`config.mk`:
```
export PLATFORM = sky130hd
export DESIGN_NAME = packet_deframer_crc_sequence_ack_top
export DESIGN_NICKNAME = d
export VERILOG_FILES = /design/src/hw/rtl/pdc_pkg.sv /design/src/hw/rtl/packet_deframer_crc_sequence_ack_top.sv
export VERILOG_INCLUDE_DIRS = /design/src /design/src/hw/rtl
export SDC_FILE = /design/constraint.sdc
export NUM_CORES = 1
export LEC_CHECK = 0
export ABC_AREA = 1
export BUFFER_PORTS_ARGS = -buffer_cell sky130_fd_sc_hd__buf_2
export CAP_MARGIN = 25
export CORE_MARGIN = 2
export CORE_UTILIZATION = 59
export CTS_CLUSTER_DIAMETER = 100
export DETAILED_ROUTE_END_ITERATION = 8
export GPL_ROUTABILITY_DRIVEN = 1
export PLACE_DENSITY = 0.87
export SYNTH_ARGS = -nofsm -noshare
export SYNTH_HDL_FRONTEND = slang
export SYNTH_SLANG_ARGS = --single-unit
```
`constraint.sdc`:
```
create_clock -name clk_i -period 5.76 [get_ports clk_i]
set_clock_uncertainty 0.15 [all_clocks]
set_input_delay 1.44 -clock clk_i [delete_from_list [all_inputs] [get_ports clk_i]]
set_output_delay 1.44 -clock clk_i [all_outputs]
set_load 0.01 [all_outputs]
```
`src/hw/rtl/assert_macros.svh`:
```
// Assertion macros shared by the RTL of the packet deframer.
`ifndef ASSERT_MACROS_SVH
`define ASSERT_MACROS_SVH

// Checked on every rising edge of clk_i, switched off while rst_ni is low.
`define PDC_ASSERT(label, prop, msg) \
  label: assert property (@(posedge clk_i) disable iff (!rst_ni) prop) else $error(msg);

// Checked on every rising edge of clk_i, reset included.
`define PDC_ASSERT_ALWAYS(label, prop, msg) \
  label: assert property (@(posedge clk_i) prop) else $error(msg);

`endif

```
`src/hw/rtl/pdc_pkg.sv`:
```
// Types, codes and the CRC-16 step function of the packet deframer.
package pdc_pkg;

  // Default largest payload length in bytes.
  localparam int unsigned MAX_PAYLOAD_DEF = 32;

  // Width of the configuration register index.
  localparam int unsigned CFG_IDX_W = 8;

  // Configuration register indexes.
  localparam logic [CFG_IDX_W-1:0] CFG_DATA_TAG      = 8'd0;
  localparam logic [CFG_IDX_W-1:0] CFG_ACK_TAG       = 8'd1;
  localparam logic [CFG_IDX_W-1:0] CFG_INVALID_ID    = 8'd2;
  localparam logic [CFG_IDX_W-1:0] CFG_TIMEOUT_TICKS = 8'd3;

  // Register values after reset.
  localparam logic [7:0]  DATA_TAG_RST      = 8'd165;
  localparam logic [7:0]  ACK_TAG_RST       = 8'd90;
  localparam logic [7:0]  INVALID_ID_RST    = 8'hFF;
  localparam logic [15:0] TIMEOUT_TICKS_RST = 16'd1000;

  // CRC-16/CCITT constants.
  localparam logic [15:0] CRC_INIT = 16'hFFFF;
  localparam logic [15:0] CRC_POLY = 16'h1021;

  // Input operation codes.
  localparam logic OP_BYTE = 1'b0;
  localparam logic OP_TICK = 1'b1;

  // Result kinds.
  localparam logic [1:0] KIND_PAYLOAD  = 2'd0;
  localparam logic [1:0] KIND_SEND_ACK = 2'd1;
  localparam logic [1:0] KIND_PEER_ACK = 2'd2;
  localparam logic [1:0] KIND_ERROR    = 2'd3;

  // Error codes.
  localparam logic [2:0] ERR_NONE       = 3'd0;
  localparam logic [2:0] ERR_DATA_CRC   = 3'd1;
  localparam logic [2:0] ERR_ACK_CRC    = 3'd2;
  localparam logic [2:0] ERR_LENGTH     = 3'd3;
  localparam logic [2:0] ERR_INVALID_ID = 3'd4;
  localparam logic [2:0] ERR_SEQUENCE   = 3'd5;
  localparam logic [2:0] ERR_NO_ROOM    = 3'd6;
  localparam logic [2:0] ERR_TIMEOUT    = 3'd7;

  // One input beat.
  typedef struct packed {
    logic        op;
    logic [7:0]  rx_byte;
    logic [15:0] sink_free;
  } pdc_in_t;

  // One result beat.
  typedef struct packed {
    logic [1:0] kind;
    logic [7:0] value;
    logic [2:0] error_code;
    logic       last;
  } pdc_out_t;

  // Folds one byte into the CRC, most significant bit first.
  function automatic logic [15:0] crc16_update(input logic [15:0] crc_in,
                                               input logic [7:0]  data);
    logic [15:0] crc;
    crc = crc_in ^ {data, 8'h00};
    for (int b = 0; b < 8; b++) begin
      if (crc[15]) begin
        crc = {crc[14:0], 1'b0} ^ CRC_POLY;
      end else begin
        crc = {crc[14:0], 1'b0};
      end
    end
    return crc;
  endfunction

endpackage

```
`src/hw/rtl/packet_deframer_crc_sequence_ack_top.sv`:
```
// Stop-and-wait receiver: packet deframing, CRC-16 check, sequence rule and ack requests.
//
// Input channel (in_valid_i, in_ready_o, in_data_i): each beat is either one
// received link byte or one timer tick, with the free room of the sink.
// Output channel (out_valid_o, out_ready_i, out_data_o): payload bytes, ack
// requests, received peer acks and error reports; last marks the final result
// caused by one input beat. Configuration channel (cfg_valid_i, cfg_index_i,
// cfg_data_i) is always ready and writes the tags, the invalid id and the
// timeout; it is meant to be written between packets while no result is due.
// The result of an input beat, if any, sits in the output register from the
// next cycle on. A good data packet's payload bytes are released from the
// packet store through its registered read port, each byte passing the states
// S_RD and S_OUT in turn, followed by its ack request from S_ACK; no input is
// taken while this goes on. The output register takes a new result in the
// cycle the old one is taken, so a stalled receiver holds its result and
// blocks further input.
// Reset returns the block to hunting for a tag, restores the register values
// and clears the last accepted id to the invalid id; the packet store is not
// cleared, it is only read where it has been written.
module packet_deframer_crc_sequence_ack_top
  import pdc_pkg::*;
#(
  parameter int unsigned MAX_PAYLOAD = MAX_PAYLOAD_DEF
) (
  input  logic                 clk_i,
  input  logic                 rst_ni,
  input  logic                 in_valid_i,
  output logic                 in_ready_o,
  input  pdc_in_t              in_data_i,
  output logic                 out_valid_o,
  input  logic                 out_ready_i,
  output pdc_out_t             out_data_o,
  input  logic                 cfg_valid_i,
  output logic                 cfg_ready_o,
  input  logic [CFG_IDX_W-1:0] cfg_index_i,
  input  logic [15:0]          cfg_data_i
);

`include "assert_macros.svh"

  localparam int unsigned STORE_LEN = MAX_PAYLOAD + 5;
  localparam int unsigned CNT_W     = $clog2(STORE_LEN + 1);
  localparam int unsigned ADDR_W    = $clog2(STORE_LEN);
  localparam int unsigned POS_W     = 9;

  // Sequencer states.
  localparam logic [1:0] S_IDLE = 2'd0;
  localparam logic [1:0] S_RD   = 2'd1;
  localparam logic [1:0] S_OUT  = 2'd2;
  localparam logic [1:0] S_ACK  = 2'd3;

  // Configuration registers.
  logic [7:0]  data_tag_q, ack_tag_q, invalid_id_q;
  logic [15:0] timeout_q;

  // Control state.
  logic [1:0]       st_q, st_d;
  logic             recv_q, recv_d;
  logic [CNT_W-1:0] cnt_q, cnt_d;
  logic [15:0]      ticks_q, ticks_d;
  logic [7:0]       last_id_q, last_id_d;
  logic             out_valid_q, out_valid_d;

  // Packet fields captured on the fly.
  logic [7:0]       tag_q, tag_d;
  logic [7:0]       id_q, id_d;
  logic [7:0]       len_q, len_d;
  logic [7:0]       b3_q, b3_d;
  logic [7:0]       crclo_q, crclo_d;
  logic [15:0]      crc_run_q, crc_run_d;
  logic [15:0]      crc_ack_q, crc_ack_d;
  logic [CNT_W-1:0] rd_ptr_q, rd_ptr_d;
  pdc_out_t         out_q, out_d;

  // Packet store.
  logic [7:0]       store_mem [STORE_LEN];
  logic [7:0]       mem_rd_q;
  logic             mem_we;
  logic [ADDR_W-1:0] mem_wa;

  logic             in_fire, cfg_fire, out_free, out_load;
  logic [7:0]       c;
  logic [15:0]      crc_in, crc_next, tick_sat;
  logic [POS_W-1:0] pos, len9;
  logic [CNT_W-1:0] rd_end, rd_ptr_inc;
  logic [7:0]       expect_id, b3_cur;
  logic             seq_bad;

  assign out_free    = !out_valid_q || out_ready_i;
  assign in_ready_o  = (st_q == S_IDLE) && out_free;
  assign in_fire     = in_valid_i && in_ready_o;
  assign cfg_ready_o = 1'b1;
  assign cfg_fire    = cfg_valid_i;
  assign out_valid_o = out_valid_q;
  assign out_data_o  = out_q;

  assign c          = in_data_i.rx_byte;
  assign pos        = POS_W'(cnt_q);
  assign len9       = {1'b0, len_q};
  assign crc_in     = recv_q ? crc_run_q : CRC_INIT;
  assign crc_next   = crc16_update(crc_in, c);
  assign tick_sat   = (ticks_q == 16'hFFFF) ? ticks_q : ticks_q + 16'd1;
  assign rd_end     = CNT_W'(len9 + POS_W'(3));
  assign rd_ptr_inc = rd_ptr_q + CNT_W'(1);
  assign b3_cur     = (pos == POS_W'(3)) ? c : b3_q;

  // Sequence rule: next id after the last accepted one, skipping the invalid id.
  always_comb begin
    expect_id = last_id_q + 8'd1;
    if (expect_id == invalid_id_q) begin
      expect_id = 8'd1;
    end
    seq_bad = (last_id_q != invalid_id_q) && (id_q != 8'd0) && (id_q != expect_id);
  end

  // Deframing, packet checks and payload release.
  always_comb begin
    st_d        = st_q;
    recv_d      = recv_q;
    cnt_d       = cnt_q;
    ticks_d     = ticks_q;
    last_id_d   = last_id_q;
    tag_d       = tag_q;
    id_d        = id_q;
    len_d       = len_q;
    b3_d        = b3_q;
    crclo_d     = crclo_q;
    crc_run_d   = crc_run_q;
    crc_ack_d   = crc_ack_q;
    rd_ptr_d    = rd_ptr_q;
    out_load    = 1'b0;
    out_d       = '{kind: KIND_ERROR, value: 8'd0, error_code: ERR_NONE, last: 1'b1};
    mem_we      = 1'b0;
    mem_wa      = cnt_q[ADDR_W-1:0];

    unique case (st_q)
      S_IDLE: begin
        if (in_fire) begin
          if (in_data_i.op == OP_TICK) begin
            // Timer tick: only counts while a packet is under way.
            if (recv_q) begin
              ticks_d = tick_sat;
              if (tick_sat > timeout_q) begin
                recv_d           = 1'b0;
                out_load         = 1'b1;
                out_d.error_code = ERR_TIMEOUT;
              end
            end
          end else if (!recv_q) begin
            // Hunt for a tag.
            if (c == data_tag_q || c == ack_tag_q) begin
              recv_d    = 1'b1;
              ticks_d   = 16'd0;
              mem_we    = 1'b1;
              mem_wa    = '0;
              tag_d     = c;
              cnt_d     = CNT_W'(1);
              crc_run_d = crc_next;
            end
          end else if (cnt_q >= CNT_W'(STORE_LEN)) begin
            recv_d = 1'b0;
          end else begin
            mem_we = 1'b1;
            cnt_d  = cnt_q + CNT_W'(1);
            if (pos == POS_W'(1)) begin
              id_d      = c;
              crc_ack_d = crc_next;
            end
            if (pos == POS_W'(2)) begin
              len_d = c;
            end
            if (pos == POS_W'(3)) begin
              b3_d = c;
            end
            if (pos < POS_W'(3) || pos < len9 + POS_W'(3)) begin
              crc_run_d = crc_next;
            end
            if (pos == len9 + POS_W'(3)) begin
              crclo_d = c;
            end

            if (tag_q == data_tag_q) begin
              if (pos >= POS_W'(3)) begin
                if (len_q > 8'(MAX_PAYLOAD)) begin
                  recv_d           = 1'b0;
                  out_load         = 1'b1;
                  out_d.error_code = ERR_LENGTH;
                end else if (pos == len9 + POS_W'(4)) begin
                  recv_d = 1'b0;
                  if (crclo_q != crc_run_q[7:0] || c != crc_run_q[15:8]) begin
                    out_load         = 1'b1;
                    out_d.error_code = ERR_DATA_CRC;
                  end else if (id_q == invalid_id_q) begin
                    out_load         = 1'b1;
                    out_d.error_code = ERR_INVALID_ID;
                  end else if (id_q == last_id_q) begin
                    // Duplicate: acknowledge again, drop the payload.
                    out_load   = 1'b1;
                    out_d.kind = KIND_SEND_ACK;
                    out_d.value = id_q;
                  end else if (seq_bad) begin
                    out_load         = 1'b1;
                    out_d.error_code = ERR_SEQUENCE;
                  end else if ({8'd0, len_q} > in_data_i.sink_free) begin
                    out_load         = 1'b1;
                    out_d.error_code = ERR_NO_ROOM;
                  end else begin
                    last_id_d = id_q;
                    if (len_q == 8'd0) begin
                      out_load    = 1'b1;
                      out_d.kind  = KIND_SEND_ACK;
                      out_d.value = id_q;
                    end else begin
                      st_d     = S_RD;
                      rd_ptr_d = CNT_W'(3);
                    end
                  end
                end
              end
            end else if (tag_q == ack_tag_q) begin
              if (pos >= POS_W'(3)) begin
                recv_d   = 1'b0;
                out_load = 1'b1;
                if (len_q != crc_ack_q[7:0] || b3_cur != crc_ack_q[15:8]) begin
                  out_d.error_code = ERR_ACK_CRC;
                end else begin
                  out_d.kind  = KIND_PEER_ACK;
                  out_d.value = id_q;
                end
              end
            end else begin
              // The stored tag no longer matches either tag: drop silently.
              recv_d = 1'b0;
            end
          end
        end
      end
      S_RD: begin
        st_d = S_OUT;
      end
      S_OUT: begin
        if (out_free) begin
          out_load    = 1'b1;
          out_d.kind  = KIND_PAYLOAD;
          out_d.value = mem_rd_q;
          out_d.last  = 1'b0;
          rd_ptr_d    = rd_ptr_inc;
          st_d        = (rd_ptr_inc == rd_end) ? S_ACK : S_RD;
        end
      end
      S_ACK: begin
        if (out_free) begin
          out_load    = 1'b1;
          out_d.kind  = KIND_SEND_ACK;
          out_d.value = id_q;
          st_d        = S_IDLE;
        end
      end
      default: begin
        st_d = S_IDLE;
      end
    endcase

    out_valid_d = out_load ? 1'b1 : (out_ready_i ? 1'b0 : out_valid_q);
  end

  // Control registers and configuration.
  always_ff @(posedge clk_i or negedge rst_ni) begin
    if (!rst_ni) begin
      st_q         <= S_IDLE;
      recv_q       <= 1'b0;
      cnt_q        <= '0;
      ticks_q      <= 16'd0;
      last_id_q    <= INVALID_ID_RST;
      out_valid_q  <= 1'b0;
      data_tag_q   <= DATA_TAG_RST;
      ack_tag_q    <= ACK_TAG_RST;
      invalid_id_q <= INVALID_ID_RST;
      timeout_q    <= TIMEOUT_TICKS_RST;
    end else begin
      st_q        <= st_d;
      recv_q      <= recv_d;
      cnt_q       <= cnt_d;
      ticks_q     <= ticks_d;
      last_id_q   <= last_id_d;
      out_valid_q <= out_valid_d;
      if (cfg_fire) begin
        unique case (cfg_index_i)
          CFG_DATA_TAG:      data_tag_q   <= cfg_data_i[7:0];
          CFG_ACK_TAG:       ack_tag_q    <= cfg_data_i[7:0];
          CFG_INVALID_ID:    invalid_id_q <= cfg_data_i[7:0];
          CFG_TIMEOUT_TICKS: timeout_q    <= cfg_data_i;
          default: begin
          end
        endcase
      end
    end
  end

  // Captured packet fields and the output register.
  always_ff @(posedge clk_i) begin
    tag_q     <= tag_d;
    id_q      <= id_d;
    len_q     <= len_d;
    b3_q      <= b3_d;
    crclo_q   <= crclo_d;
    crc_run_q <= crc_run_d;
    crc_ack_q <= crc_ack_d;
    rd_ptr_q  <= rd_ptr_d;
    if (out_load) begin
      out_q <= out_d;
    end
  end

  // Packet store: one write port, one registered read port.
  always_ff @(posedge clk_i) begin
    if (mem_we) begin
      store_mem[mem_wa] <= c;
    end
    mem_rd_q <= store_mem[rd_ptr_q[ADDR_W-1:0]];
  end

  // Assertions.
  `PDC_ASSERT(a_burst_ptr_range,
    (st_q == S_OUT) |-> (rd_ptr_q >= CNT_W'(3) && rd_ptr_q < rd_end),
    "payload read pointer outside the stored payload")
  `PDC_ASSERT(a_payload_not_last,
    (out_valid_o && out_data_o.kind == KIND_PAYLOAD) |-> !out_data_o.last,
    "payload beat marked as last result")
  `PDC_ASSERT(a_error_code_only_on_error,
    (out_valid_o && out_data_o.kind != KIND_ERROR) |-> (out_data_o.error_code == ERR_NONE),
    "error code set on a result that is not an error")
  `PDC_ASSERT_ALWAYS(a_reset_clears_output,
    !rst_ni |=> !out_valid_o,
    "result valid straight after reset")

endmodule
```
==> out/results.ini, run 1 <==
[die]
fp.dieH_um=196.9
core-area_mm2=0.03661
ios=71
start_util_pct=59.96
die_x_um=196.9
die_area_mm2=0.03876
rows=70

[power_and_ir_drop]
switching_share_pct=24.66
clkPwrFrac_pct=40.0
p_int_w=0.005622
p_comb_share_pct=8.5
p_total_w=0.007462
ir_worst_vdd_v=0.0002386
p_switching_w=0.001841
power_density_mw_per_mm2=305.5
p_leak_nw=9.231
seqPwrFrac_pct=51.5

[detailed_routing]
wl_per_cell_um=21.88
ant_nets=0
wl_um=59220
drtIter0Drc=2131
firstDrtPassIters=6
drc=0
avgViaCountPerCell=6.266
vias=16960

[sta]
timing.final.crit_share_pct=79.61
finalCriticalPeriod_ns=4.585
setup_viol=0
worst_slew_pin_slew_ns=0.9356
fin_tns_setup_ns=0
drv_slew=0
rsz0062_at_grt=false
fmax_ghz=0.2181
hold_violations=0
hold_slack_ns=0.3303
maxSlewHeadroom_pct=37.48

[clocking]
cts_made_buffers=47
cts_resized=0
cts_root_buffer=clkbuf_16
cts_hold_buf=0
cts_setup_buffers=0
insertion_delay_ns=0.60
cts.sinks=470
cts_htree_levels=2
tritoncts=done
clkTransAtPathRegs_ns=0.07
cts_max_path_buffers=3

[yosys]
yosysSeqAreaShare_pct=62.42
synth-edff-count=388
ys_warn_count=0
yosys.cell_types.count=52
synthCells=2122
synth-main-ff-cell=edfxtp_1
syn_area_per_cell_um2=10.34
synth_area_leaders=edfxtp_1, nor2_1, o21ai_0
synth_top_area_cell=edfxtp_1
synth-async-reset-ratio_pct=15.74
synth_top_area_share_pct=53.08
ys_ff_latch=470
synth_nets=2216
synthesis.area_mm2=0.02195

[worst_setup_path]
critPathSlowestCell=dfrtp_1
critPathArrivalTime_ns=4.64
crit_chain=nand2_1, nor2_1, inv_1, nor2_1, nand3_1, nor2_1, inv_1, nor2_1, inv_1, nand2_1, nor2_1, nand2_1, xor2_1, inv_1, ha_1, nand2_1, nor3_1, nand2_1, o2111ai_1, nand4_1, nand2_1, nand2_1, nand2_1
required_ns=5.82
cp-start-kind=flip-flop
critical_path_class=reg2reg
cpMostUsedCell=nand2_1
cp_max_fo=14
slowest_delay_ns=0.45
endpoint_kind=flip-flop

[global_routing]
grt_overflow_total=0
grt_pass1_wl_um=89910
grt_pass1_vias=16400
grtUsageTotal_pct=30.38
grt_max_degree=96
antenna_found_initial=0

[cells_and_area]
seqCellArea_mm2=0.01370
diodes=0
post-route-util_pct=66.73
layout.cells.non_filler=2706
finalNetCount=2293
nFillCells=2635
layout-drive-gt1-share_pct=11.71
multi_input_area_mm2=0.007209
area_delta_synth_final_pct=11.30

[min_path]
hold_path_class=reg2reg

[placed_design]
numPlacedInstances=2616
io_buffers=69
hpwl_um=38700
gp_congestion=0.9884

[status]
status=finished clean

[job]
cap_viol_max_count=0

==> power groups by stage <==
stage | Clock [W] | Sequential (W) | Combinational, W
finish | 0.00299 | 0.00384 | 0.000634
global route | 0.00313 | 0.00385 | 0.000698
floorplan | 0 | 0.00388 | 0.000395
detailed placement | 0 | 0.00391 | 0.000603
global placement | 0 | 0.00390 | 0.000574
CTS | 0.00300 | 0.00384 | 0.000617
==> cells by family (layout without fill, tap and decap cells) <==
kind of cell               Yosys count  count (layout)  share of synthesized area (%)
xor gates and xnor gates            95              95                          3.791
DFF                                470             470                          62.42
adders and majority gates           40              40                          2.280
other                                1               1                        0.01708
AOI/OAI and AO/OA                  447             447                          11.57
and+or+nand+nor                    797             797                          15.17
buffers and inverters              272             388                          4.760
==> synthesized netlist by cell type (28+ instances only) <==
cell,n
a21oi_1,53
clkbuf_1,75
dfrtp_1,44
dfstp_2,30
edfxtp_1,388
ha_1,40
inv_1,178
nand2_1,297
nand3_1,49
nand4_1,28
nor2_1,344
nor3_1,29
o21ai_0,243
o22ai_1,86
xnor2_1,53
xor2_1,42
==> metrics by stage <==
stage	area, µm²	worst slack, ns
3_3_place_gp	22870	1.204
5_1_grt	24430	0.7953
3_5_place_dp	22870	1.072
2_1_floorplan	21950	0.9739
4_1_cts	24380	1.277
6_report	24430	1.175
==> worst paths after layout <==
| path | end | start | slack [ns] | depth (start not counted) |
|---|---|---|---|---|
| min in group asynchronous | last_id_q[3] | rst_ni | 0.75 | 1 |
| max | out_data_o[9] | ticks_q[5] | 1.17 | 23 |
| max in group asynchronous | invalid_id_q[3] | rst_ni | 4.20 | 2 |
| max reg2reg | out_data_o[9] | ticks_q[5] | 1.17 | 23 |
| min | timeout_q[9] | timeout_q[9] | 0.33 | 2 |
| min reg2reg | timeout_q[9] | timeout_q[9] | 0.33 | 2 |
==> critical path, delay by kind of cell, from the launching register on <==
| family | cells | cell delay [ns] |
|---|---|---|
| buffers and inverters | 4 | 0.35 |
| DFF | 1 | 0.45 |
| and+or+nand+nor | 16 | 2.63 |
| AOI/OAI and AO/OA | 1 | 0.15 |
| xor gates and xnor gates | 1 | 0.17 |
| adders and majority gates | 1 | 0.30 |
==> cell usage in the layout (no fill, tap or decap), types with 8 or more instances in the layout <==
master / count
a21oi_1: 53
a22oi_1: 9
buf_2: 69
buf_4: 41
clkbuf_1: 9
clkbuf_16: 49
clkinv_1: 9
clkinv_2: 11
dfrtp_1: 44
dfstp_2: 30
dfxtp_1: 8
edfxtp_1: 388
ha_1: 40
inv_1: 178
nand2_1: 297
nand3_1: 49
nand4_1: 28
nor2_1: 344
nor3_1: 28
nor4_1: 12
o21ai_0: 243
o21ai_2: 9
o22ai_1: 86
o32ai_1: 16
or2_2: 12
xnor2_1: 53
xor2_1: 42
==> per-layer routing <==
| layer | share of wire, % | vias to the layer above | global-route usage, % |
|---|---|---|---|
| met4 | 4.8 | 0 | 15.43 |
| li1 | - | 7550 | - |
| met5 | 0 | - | 0 |
| met3 | 10 | 206 | 4.860 |
| met1 | 37 | 8008 | 39.18 |
| met2 | 48 | 1191 | 50.27 |
==> cell type report <==
type | count | share of cell area (%)
Tap cell | 468 | 2.397
Inverter | 187 | 2.878
Clock inverter | 27 | 0.8553
Timing Repair Buffer | 113 | 2.950
Multi-Input combinational cell | 1380 | 29.51
Sequential cell | 470 | 56.08
Clock buffer | 61 | 5.327
==> registers in the layout, summed over array words and instances (netlist names), 14 cells and up <==
name / flops
crc_ack_q: 16
crc_run_q: 16
out_data_o: 14
store_mem: 296
ticks_q: 16
timeout_q: 16
(Power assumes the default switching activity.)
==> run 2, diff against run 1 <==
==> constraint.sdc (replaced) <==
create_clock -name clk_i -period 4.49 [get_ports clk_i]
set_clock_uncertainty 0.15 [all_clocks]
set_input_delay 1.1225 -clock clk_i [delete_from_list [all_inputs] [get_ports clk_i]]
set_output_delay 1.1225 -clock clk_i [all_outputs]
set_load 0.01 [all_outputs]
==> run 2 against run 1 <==
Net effect:
- worst hold slack improved by 0.0092 ns
- maximum frequency rose by 11%
- register-to-register slack got worse by 0.80 ns
- clock-buffer cell count rose by 7
- non-clock buffer count rose by 19
- core utilization rose by 0.18 points
- combinational power rose by 28%
- sequential share of layout area fell by 0.15 points
- worst setup slack got worse by 0.80 ns
- first-iteration DRC count rose by 0.70%
==> out/results.ini, run 2 (synthesis results as in run 1) <==
[worst_setup_path]
slowest_delay_ns=0.44
crit_chain=nand2_1, nor2_1, inv_1, nor2_1, nand3_1, nor2_1, inv_1, nor2_2, inv_1, nand2_1, nor2_1, nand2_1, xor2_1, inv_1, ha_1, nand2_1, nor3_1, nand2_1, o2111ai_1, nand4_1, nand2_1, nand2_1, nand2_1, buf_4
required_ns=4.62
endpoint_kind=flip-flop
worst-path-buf-inv=5
cpMostUsedCell=nand2_1
cp-start-kind=flip-flop
cp_max_fo=14
critPathArrivalTime_ns=4.24
critPathSlowestCell=dfrtp_1
critical_path_class=reg2reg
crit_family=simple AND/OR/NAND/NOR gates

[power_and_ir_drop]
ir_worst_vdd_v=0.0003179
p_leak_nw=9.288
power_density_mw_per_mm2=387.1
p_total_w=0.009483

[clocking]
tritoncts=done
cts_made_buffers=47
cts_htree_levels=2
insertion_delay_ns=0.60
clkTransAtPathRegs_ns=0.06
cts_root_buffer=clkbuf_16
cts.sinks=470
cts_hold_buf=0
cts_max_path_buffers=3

[cells_and_area]
largest_register_ffs=296
finalNetCount=2312
diodes=0
nFillCells=2610
layout-drive-gt1-share_pct=11.85
max_flop_register=store_mem
layout_commonest_cell=edfxtp_1
area_delta_synth_final_pct=11.60
final_cell_mix=edfxtp_1, nor2_1, nand2_1, o21ai_0, inv_1

[die]
ios=71
die_area_mm2=0.03876
die_x_um=196.9
rows=70
core-area_mm2=0.03661
start_util_pct=59.96
fp.dieH_um=196.9

[global_routing]
grt_overflow_total=0
grt_max_degree=149
grt_pass1_wl_um=88490
antenna_found_initial=1
grtUsageTotal_pct=29.47
grt_pass1_vias=16470

[detailed_routing]
avgViaCountPerCell=6.170
drc=0
firstDrtPassIters=8
wl_per_cell_um=20.80
vias=16790
wl_um=56590
drtIter0Drc=2146
ant_nets=0

[sta]
timing.final.crit_share_pct=91.64
finalCriticalPeriod_ns=4.115
drv_slew=0
hold_slack_ns=0.3395
rsz0062_at_grt=false
setup_viol=0
worst_slew_pin_slew_ns=1.020
maxSlewHeadroom_pct=31.83
fmax_ghz=0.2430
hold_violations=0
fin_tns_setup_ns=0

[placed_design]
hpwl_um=37110
io_buffers=69
gp_congestion=0.9444

[status]
status=finished clean

[min_path]
hold_path_class=reg2reg

[job]
cap_viol_max_count=0

## run 2: cell count changes in the layout (fill, tap and decap cells not counted), sizes merged
cell	before	now
buf	113	132
clkinv	24	17
clkinvlp	4	0
clkbuf	61	68
## run 2: area by class of cell
cell class              count  area, µm²  share of cell area, %
multi-input cells        1380       7212                  29.44
flip-flops and latches    470      13700                  55.93
clock buffers              68       1296                  5.292
well taps                 468      585.6                  2.390
clock inverters            16      142.6                 0.5823
repair buffers            132      855.8                  3.494
inverters                 187      703.2                  2.871
## run 2: metal layers
metal | wire, µm | share of wire, % | global-route usage (%)
met1 | 21990 | 39 | 38.60
met2 | 27540 | 49 | 49.71
met3 | 4800 | 8.5 | 4.843
met4 | 2242 | 4.0 | 11.28
met5 | 9 | 0.016 | 0
## run 2: path summary, 6_finish.rpt
check | startpoint | to | slack [ns] | cells past startpoint
setup / recovery | ticks_q[5] | out_data_o[7] | 0.38 | 24
hold / removal | timeout_q[9] | timeout_q[9] | 0.34 | 2
setup reg to reg | ticks_q[5] | out_data_o[7] | 0.38 | 24
hold reg to reg | timeout_q[9] | timeout_q[9] | 0.34 | 2
max in group asynchronous | rst_ni | data_tag_q[7] | 2.79 | 2
min in group asynchronous | rst_ni | cnt_q[2] | 0.44 | 1
## run 2: where the power goes
group / internal [W] / leakage (nW) / switching [W]
logic: 0.000258 / 4.16 / 0.000554
registers: 0.00483 / 4.43 / 0.0000936
clock network: 0.00207 / 0.695 / 0.00167
## run 2: repair_timing
action | CTS | global route
setup endpoints to repair | 0 | 14
setup buffers | 0 | 1
gates resized for setup | 0 | 1
## run 2: per-stage QoR
stage	instances	util, %	worst slack (ns)	area, µm²
after floorplan	2122	-	0.02136	21950
after global placement	2636	62.95	0.3222	23050
after detailed placement	2636	62.95	0.09835	23050
after CTS	2720	66.88	0.2777	24490
after global routing	2721	66.91	0.01551	24500
final	2721	66.91	0.3752	24500
## run 2: worst min-delay path, stage by stage (launching register included)
cell and delay (ns):
dfstp_2 0.36, inv_1 0.06, a21oi_1 0.06
